File: config.mk
export PLATFORM = sky130hd
export DESIGN_NAME = sorted_list_priority_queue_core
export DESIGN_NICKNAME = d
export VERILOG_FILES = /design/src/rtl/core/slpq_pkg.sv /design/src/rtl/core/slpq_cell.sv /design/src/rtl/core/sorted_list_priority_queue_core.sv
export VERILOG_INCLUDE_DIRS = /design/src /design/src/rtl/core
export SDC_FILE = /design/constraint.sdc
export NUM_CORES = 2
export LEC_CHECK = 0
export BUFFER_PORTS_ARGS = -buffer_cell sky130_fd_sc_hd__buf_2
export CORE_MARGIN = 5
export CORE_UTILIZATION = 50
export CTS_CLUSTER_SIZE = 28
export DETAILED_ROUTE_END_ITERATION = 6
export PLACE_DENSITY = 0.75
export SYNTH_ARGS = -nofsm -noshare
export SYNTH_HDL_FRONTEND = slang
export SYNTH_HIERARCHICAL = 1
export SYNTH_SLANG_ARGS = --single-unit
File: constraint.sdc
create_clock -name clk -period 5.5 [get_ports clk]
set_input_delay 0.275 -clock clk [delete_from_list [all_inputs] [get_ports clk]]
set_output_delay 0.275 -clock clk [all_outputs]
set_load 0.01 [all_outputs]
File: src/rtl/core/sorted_list_priority_queue_core_macros.svh
// Assertion macros for the sorted-list priority queue core.
// Used by sorted_list_priority_queue_core; needs a clk and rst in scope.
`ifndef SORTED_LIST_PRIORITY_QUEUE_CORE_MACROS_SVH
`define SORTED_LIST_PRIORITY_QUEUE_CORE_MACROS_SVH

// Same-cycle implication, disabled during reset.
`define SLPQ_ASSERT_NOW(lbl, ante, cons) \
  lbl: assert property (@(posedge clk) disable iff (rst) (ante) |-> (cons)) \
    else $error("slpq assertion failed");

// Next-cycle implication, disabled during reset.
`define SLPQ_ASSERT_NEXT(lbl, ante, cons) \
  lbl: assert property (@(posedge clk) disable iff (rst) (ante) |=> (cons)) \
    else $error("slpq assertion failed");

`endif

File: src/rtl/core/slpq_pkg.sv
// Package for the sorted-list priority queue: item types, codes, defaults.
// No dependencies.
`default_nettype none

package slpq_pkg;

  localparam int DEF_CAPACITY = 16;
  localparam int VAL_W        = 32;
  localparam int CNT_OUT_W    = 5;

  localparam logic CMD_INSERT = 1'b0;
  localparam logic CMD_REMOVE = 1'b1;

  localparam logic [1:0] ERR_OK    = 2'd0;
  localparam logic [1:0] ERR_FULL  = 2'd1;
  localparam logic [1:0] ERR_EMPTY = 2'd2;

  typedef struct packed {
    logic                    cmd;
    logic signed [VAL_W-1:0] value;
  } slpq_req_t;

  typedef struct packed {
    logic signed [VAL_W-1:0] min_value;
    logic [CNT_OUT_W-1:0]    count;
    logic                    is_empty;
    logic [1:0]              error;
  } slpq_rsp_t;

  // Broadcast to every cell: which update applies this cycle.
  typedef struct packed {
    logic ins;
    logic rem;
  } slpq_ctrl_t;

endpackage

`default_nettype wire

File: src/rtl/core/slpq_cell.sv
// One storage cell of the sorted-list queue: holds one entry, compares it
// against the incoming value and shifts with its neighbors. Uses slpq_pkg.
`default_nettype none

module slpq_cell
  import slpq_pkg::*;
#(
  parameter int IDX   = 0,
  parameter int CNT_W = 5
) (
  input  wire logic                    clk,
  input  wire slpq_ctrl_t              ctrl,
  input  wire logic signed [VAL_W-1:0] new_val,
  input  wire logic [CNT_W-1:0]        held,
  input  wire logic signed [VAL_W-1:0] left_val,
  input  wire logic                    left_gt,
  input  wire logic signed [VAL_W-1:0] right_val,
  output logic signed [VAL_W-1:0]      val,
  output logic                         gt
);

  localparam logic [CNT_W-1:0] IDX_C = CNT_W'(IDX);

  logic occ;

  // gt: the new value belongs in front of this entry
  assign occ = held > IDX_C;
  assign gt  = occ && (new_val < val);

  always_ff @(posedge clk) begin
    if (ctrl.ins) begin
      if (left_gt) begin
        val <= left_val;
      end else if (gt || (held == IDX_C)) begin
        val <= new_val;
      end
    end else if (ctrl.rem) begin
      val <= right_val;
    end
  end

endmodule

`default_nettype wire

File: src/rtl/core/sorted_list_priority_queue_core.sv
// Top level of the sorted-list min-priority queue: control, count and the
// row of slpq_cell entries. Uses slpq_pkg and the assertion macro header.
`default_nettype none
`include "sorted_list_priority_queue_core_macros.svh"

// Usage
// - Command channel: an item (req.cmd, req.value) is taken on a rising edge
//   with start high and busy low. busy is held low: an item may be issued in
//   every cycle.
// - Result channel: done pulses for one cycle, the cycle after the item was
//   taken, with rsp carrying the new minimum, the entry count, an empty flag
//   and an error code. The receiver cannot hold results off.
// - Throughput is one item per cycle. Every cell compares against the new
//   value in parallel and shifts by one position, so the step time is one
//   compare plus a small select per cell (hold, left neighbor, new value or
//   right neighbor).
// - Entries sit sorted ascending in cell 0 upward; cell 0 is the minimum.
//   Equal values keep arrival order (an insert lands behind equal entries).
// - An insert into a full queue is dropped with ERR_FULL; a removal from an
//   empty queue does nothing and reports ERR_EMPTY.
// - Reset clears the count and the strobe; cell contents are not cleared
//   and cells at or above the count are never reported.
// - count carries the low five bits of the entry count.

module sorted_list_priority_queue_core
  import slpq_pkg::*;
#(
  parameter int CAPACITY = DEF_CAPACITY
) (
  input  wire logic      clk,
  input  wire logic      rst,
  input  wire logic      start,
  input  wire slpq_req_t req,
  output logic           busy,
  output logic           done,
  output slpq_rsp_t      rsp
);

  localparam int               CNT_W = $clog2(CAPACITY + 1);
  localparam logic [CNT_W-1:0] CAP_C = CNT_W'(CAPACITY);

  // held entry count and next value
  logic [CNT_W-1:0] held;
  logic [CNT_W-1:0] held_next;
  logic [1:0]       err;
  logic [1:0]       err_next;

  logic       accept;
  logic       full;
  logic       empty;
  slpq_ctrl_t ctrl;

  logic signed [VAL_W-1:0] cell_val [CAPACITY];
  logic                    cell_gt  [CAPACITY];

  assign busy   = 1'b0;
  assign accept = start && !busy;
  assign full   = (held == CAP_C);
  assign empty  = (held == '0);

  // Decode the command into the update broadcast to the cells.
  always_comb begin
    ctrl      = '0;
    held_next = held;
    err_next  = ERR_OK;
    if (accept) begin
      unique case (req.cmd)
        CMD_INSERT: begin
          if (full) begin
            err_next = ERR_FULL;
          end else begin
            ctrl.ins  = 1'b1;
            held_next = held + CNT_W'(1);
          end
        end
        CMD_REMOVE: begin
          if (empty) begin
            err_next = ERR_EMPTY;
          end else begin
            ctrl.rem  = 1'b1;
            held_next = held - CNT_W'(1);
          end
        end
        default: begin
          err_next = ERR_OK;
        end
      endcase
    end
  end

  always_ff @(posedge clk) begin
    if (rst) begin
      held <= '0;
      done <= 1'b0;
    end else begin
      held <= held_next;
      done <= accept;
    end
  end

  always_ff @(posedge clk) begin
    if (accept) begin
      err <= err_next;
    end
  end

  // Row of cells. Cell 0 has no left neighbor; the last cell has no right
  // neighbor and just keeps its value on a remove (it is beyond the count).
  for (genvar i = 0; i < CAPACITY; i++) begin : g_cell
    logic signed [VAL_W-1:0] lv;
    logic                    lg;
    logic signed [VAL_W-1:0] rv;

    if (i == 0) begin : g_first
      assign lv = cell_val[i];
      assign lg = 1'b0;
    end else begin : g_mid
      assign lv = cell_val[i-1];
      assign lg = cell_gt[i-1];
    end

    if (i == CAPACITY - 1) begin : g_last
      assign rv = cell_val[i];
    end else begin : g_inner
      assign rv = cell_val[i+1];
    end

    slpq_cell #(
      .IDX   (i),
      .CNT_W (CNT_W)
    ) u_cell (
      .clk       (clk),
      .ctrl      (ctrl),
      .new_val   (req.value),
      .held      (held),
      .left_val  (lv),
      .left_gt   (lg),
      .right_val (rv),
      .val       (cell_val[i]),
      .gt        (cell_gt[i])
    );
  end

  // Result is read straight from state: it holds until the next accepted item.
  assign rsp.min_value = empty ? '0 : cell_val[0];
  assign rsp.count     = CNT_OUT_W'(held);
  assign rsp.is_empty  = empty;
  assign rsp.error     = err;

  // Every accepted item yields a result on the next cycle.
  `SLPQ_ASSERT_NEXT(a_item_result, accept, done)
  // Count never exceeds capacity.
  `SLPQ_ASSERT_NOW(a_count_bound, 1'b1, held <= CAP_C)
  // A dropped insert leaves the queue full.
  `SLPQ_ASSERT_NOW(a_full_drop, done && (rsp.error == ERR_FULL), full)
  // The two front entries stay in order.
  `SLPQ_ASSERT_NOW(a_front_sorted, held >= CNT_W'(2), cell_val[0] <= cell_val[1])

endmodule

`default_nettype wire

==> metrics.csv <==
stage,metric,value,unit
critical_path,path_max_fanout,32,
cts,postCtsSetupBuffers,0,
power_and_ir_drop,comb_power_share,0.406,
critical_path,worstSetupPathType,flip-flop to flip-flop,
min_path,min_path_type,input port to flip-flop,
run_status,outcome,"complete, no violations",
timing,layout_min_cycle_time,3.58,ns
global_route,grt_pass1_vias,30000,
logic_synthesis,yosys_warnings,6,
critical_path,start_kind,flip-flop,
placement,port_buffers,76,
critical_path,crit_chain,buf_4 -> or4_4 -> nor2_1 -> nor2_4 -> buf_4 -> nor2_1 -> nand3b_1 -> a211o_1 -> o211ai_4,
critical_path,worstPathArrival,3.81,ns
power_and_ir_drop,power_frac_seq,0.386,
power_and_ir_drop,switchingPower,6.81,mW
floorplan,dieHeight,294,um
timing,skew,0.0139,ns
floorplan,ios,78,
power_and_ir_drop,p_per_area,402,nW/um^2
route,finalWirelength,94.5,mm
final_layout,design_area,43800,um^2
route,avgViaCountPerCell,5.71,
global_route,grtUsageMet1,0.297,
cts,path_clk_slew,0.06,ns
placement,gp_congestion,0.866,
cts,cts.path.max_buffers,3,
floorplan,rows,104,
route,dr.pass1.iters,6,
route,first_iter_violations,2410,
critical_path,worstPathRequired,5.73,ns
timing,setup_violations,0,
global_route,grt_max_degree,210,
cts,cts_tree,done,
route,vias,30800,
final_layout,layoutNonFillerInstCount,5401,
final_layout,drive_gt1_frac,0.0668,
critical_path,critPathMaxStageDelay,0.57,ns
cts,holdBufCountCts,2,
power_and_ir_drop,clkPwrFrac,0.208,
timing,layout_worst_path_cycle_share,0.651,
logic_synthesis,syn_avg_cell_area,9.44,um^2
power_and_ir_drop,peakVddDrop,0.000358,V
placement,dp_cells,5293,
placement,dp_hpwl,69.9,mm
global_route,track_usage,0.212,
cts,cts_max_level,2,
floorplan,start_util,0.502,
critical_path,cp_slowest_cell,nor2_4,
floorplan,core_area,80300,um^2
cts,cts_made_buffers,59,
global_route,grt_util_met3,0.0211,
route,drc,0,
logic_synthesis,synth_area,40300,um^2
global_route,grt_use_met2,0.354,
timing,tightestPinTransition,1.13,ns
timing,setup_tns,0,ns
timing,final_max_slew_viol_count,0,
global_route,antenna_found_initial,2,
job,cap_viol_max_count,0,
timing,max_freq,0.279,GHz
final_layout,synthToLayoutAreaGrowth,8.61,%
power_and_ir_drop,switching_share,0.386,
placement,placed_area,42000,um^2
power_and_ir_drop,p_int,10.8,mW
critical_path,worstSetupEndpointType,flip-flop,
route,wl_per_cell,17.5,um
global_route,busiest_layer,met2,
timing,hold_viol_final,0,
cts,clkSinkCount,520,
final_layout,finalNetCount,4832,
floorplan,die_x,294,um
global_route,overflow,0,
floorplan,design.die.area,86400,um^2
cts,clk_latency,0.63,ns
cts,clockRootBuffer,clkbuf_16,
power_and_ir_drop,p_leak,18.7,nW
timing,rsz0062_at_grt,no,
logic_synthesis,netlist_instances,4268,
route,postRouteAntennaNets,0,
cts,cts_resized,0,
timing,max_slew_margin,0.246,
global_route,grt_pass1_wl,155,mm
path summary, 6_finish.rpt:
check / start / to / slack [ns] / depth (start not counted)
worst min-delay path: req[32] / err[0] / 0.13 / 2
worst max-delay path: held[2] / g_cell[12].u_cell/val[26] / 1.92 / 9
worst min register to register: held[4] / held[4] / 0.55 / 2
worst max register to register: held[2] / g_cell[12].u_cell/val[26] / 1.92 / 9
through the flow:
stage,utilization,total power [mW],hold WS [ns],setup WS (ns)
final,0.545,17.6,0.128,1.92
after global routing,0.545,18.9,0.127,1.71
after CTS,0.545,17.7,0.0722,1.90
after detailed placement,0.523,14.0,0.533,1.50
after global placement,0.523,13.7,0.521,1.56
after floorplan,-,11.9,0.347,0.393
power by group through the flow:
stage,Clock [mW],Combinational (mW),Sequential (mW)
after floorplan,0,5.36,6.58
after global placement,0,6.87,6.82
after detailed placement,0,7.12,6.87
after CTS,3.76,7.16,6.79
after global routing,3.92,8.02,6.93
final,3.65,7.16,6.80
layout make-up:
class	instances	area, um^2
sequential	520	15600
inverter	516	1940
clock inverter	29	175
timing repair buffer	149	1020
antenna	1	2.50
multi-input combinational	3050	22200
clock buffer	76	1560
fill	7079	36500
tap	1060	1330
state kept, by name (all words and copies together) (netlist names):
signal / count
g_cell.u_cell/val: 512
held: 5
err: 2
done: 1
placed cells by master (no fill, tap or decap), types with 4 or more instances in the layout:
cell / instances
clkinv_2: 7
nand3b_1: 10
nand2b_1: 20
a21oi_2: 19
o41ai_4: 9
mux2i_1: 515
o311a_1: 15
buf_12: 7
ha_1: 499
edfxtp_1: 514
a221o_1: 14
nor2_1: 608
nor3_1: 24
clkbuf_16: 60
o21ai_1: 10
or2b_1: 4
clkinv_1: 16
a211o_1: 39
a21o_1: 35
a31oi_1: 39
inv_1: 516
nor2b_1: 38
o41ai_2: 6
mux2_4: 4
mux2i_4: 9
buf_2: 76
nand3_1: 50
clkbuf_1: 16
dfxtp_1: 6
nand4_1: 94
nand2_1: 133
a21oi_1: 717
buf_4: 64
nor3b_1: 4
o21ai_0: 61
nor4_1: 16
routing by layer:
layer / routed length [um] / share of wire
met1: 43700 / 0.46
met2: 43700 / 0.46
met3: 4580 / 0.048
met4: 2560 / 0.027
met5: 0 / 0
worst max-delay path, delay by kind of cell, from the launching register on:
kind,cells,cell delay [ns]
buf+inv,2,0.78
simple gates,5,1.27
compound gates,2,0.79
flops,1,0.30
No activity file was read; power rests on OpenSTA's default activity.
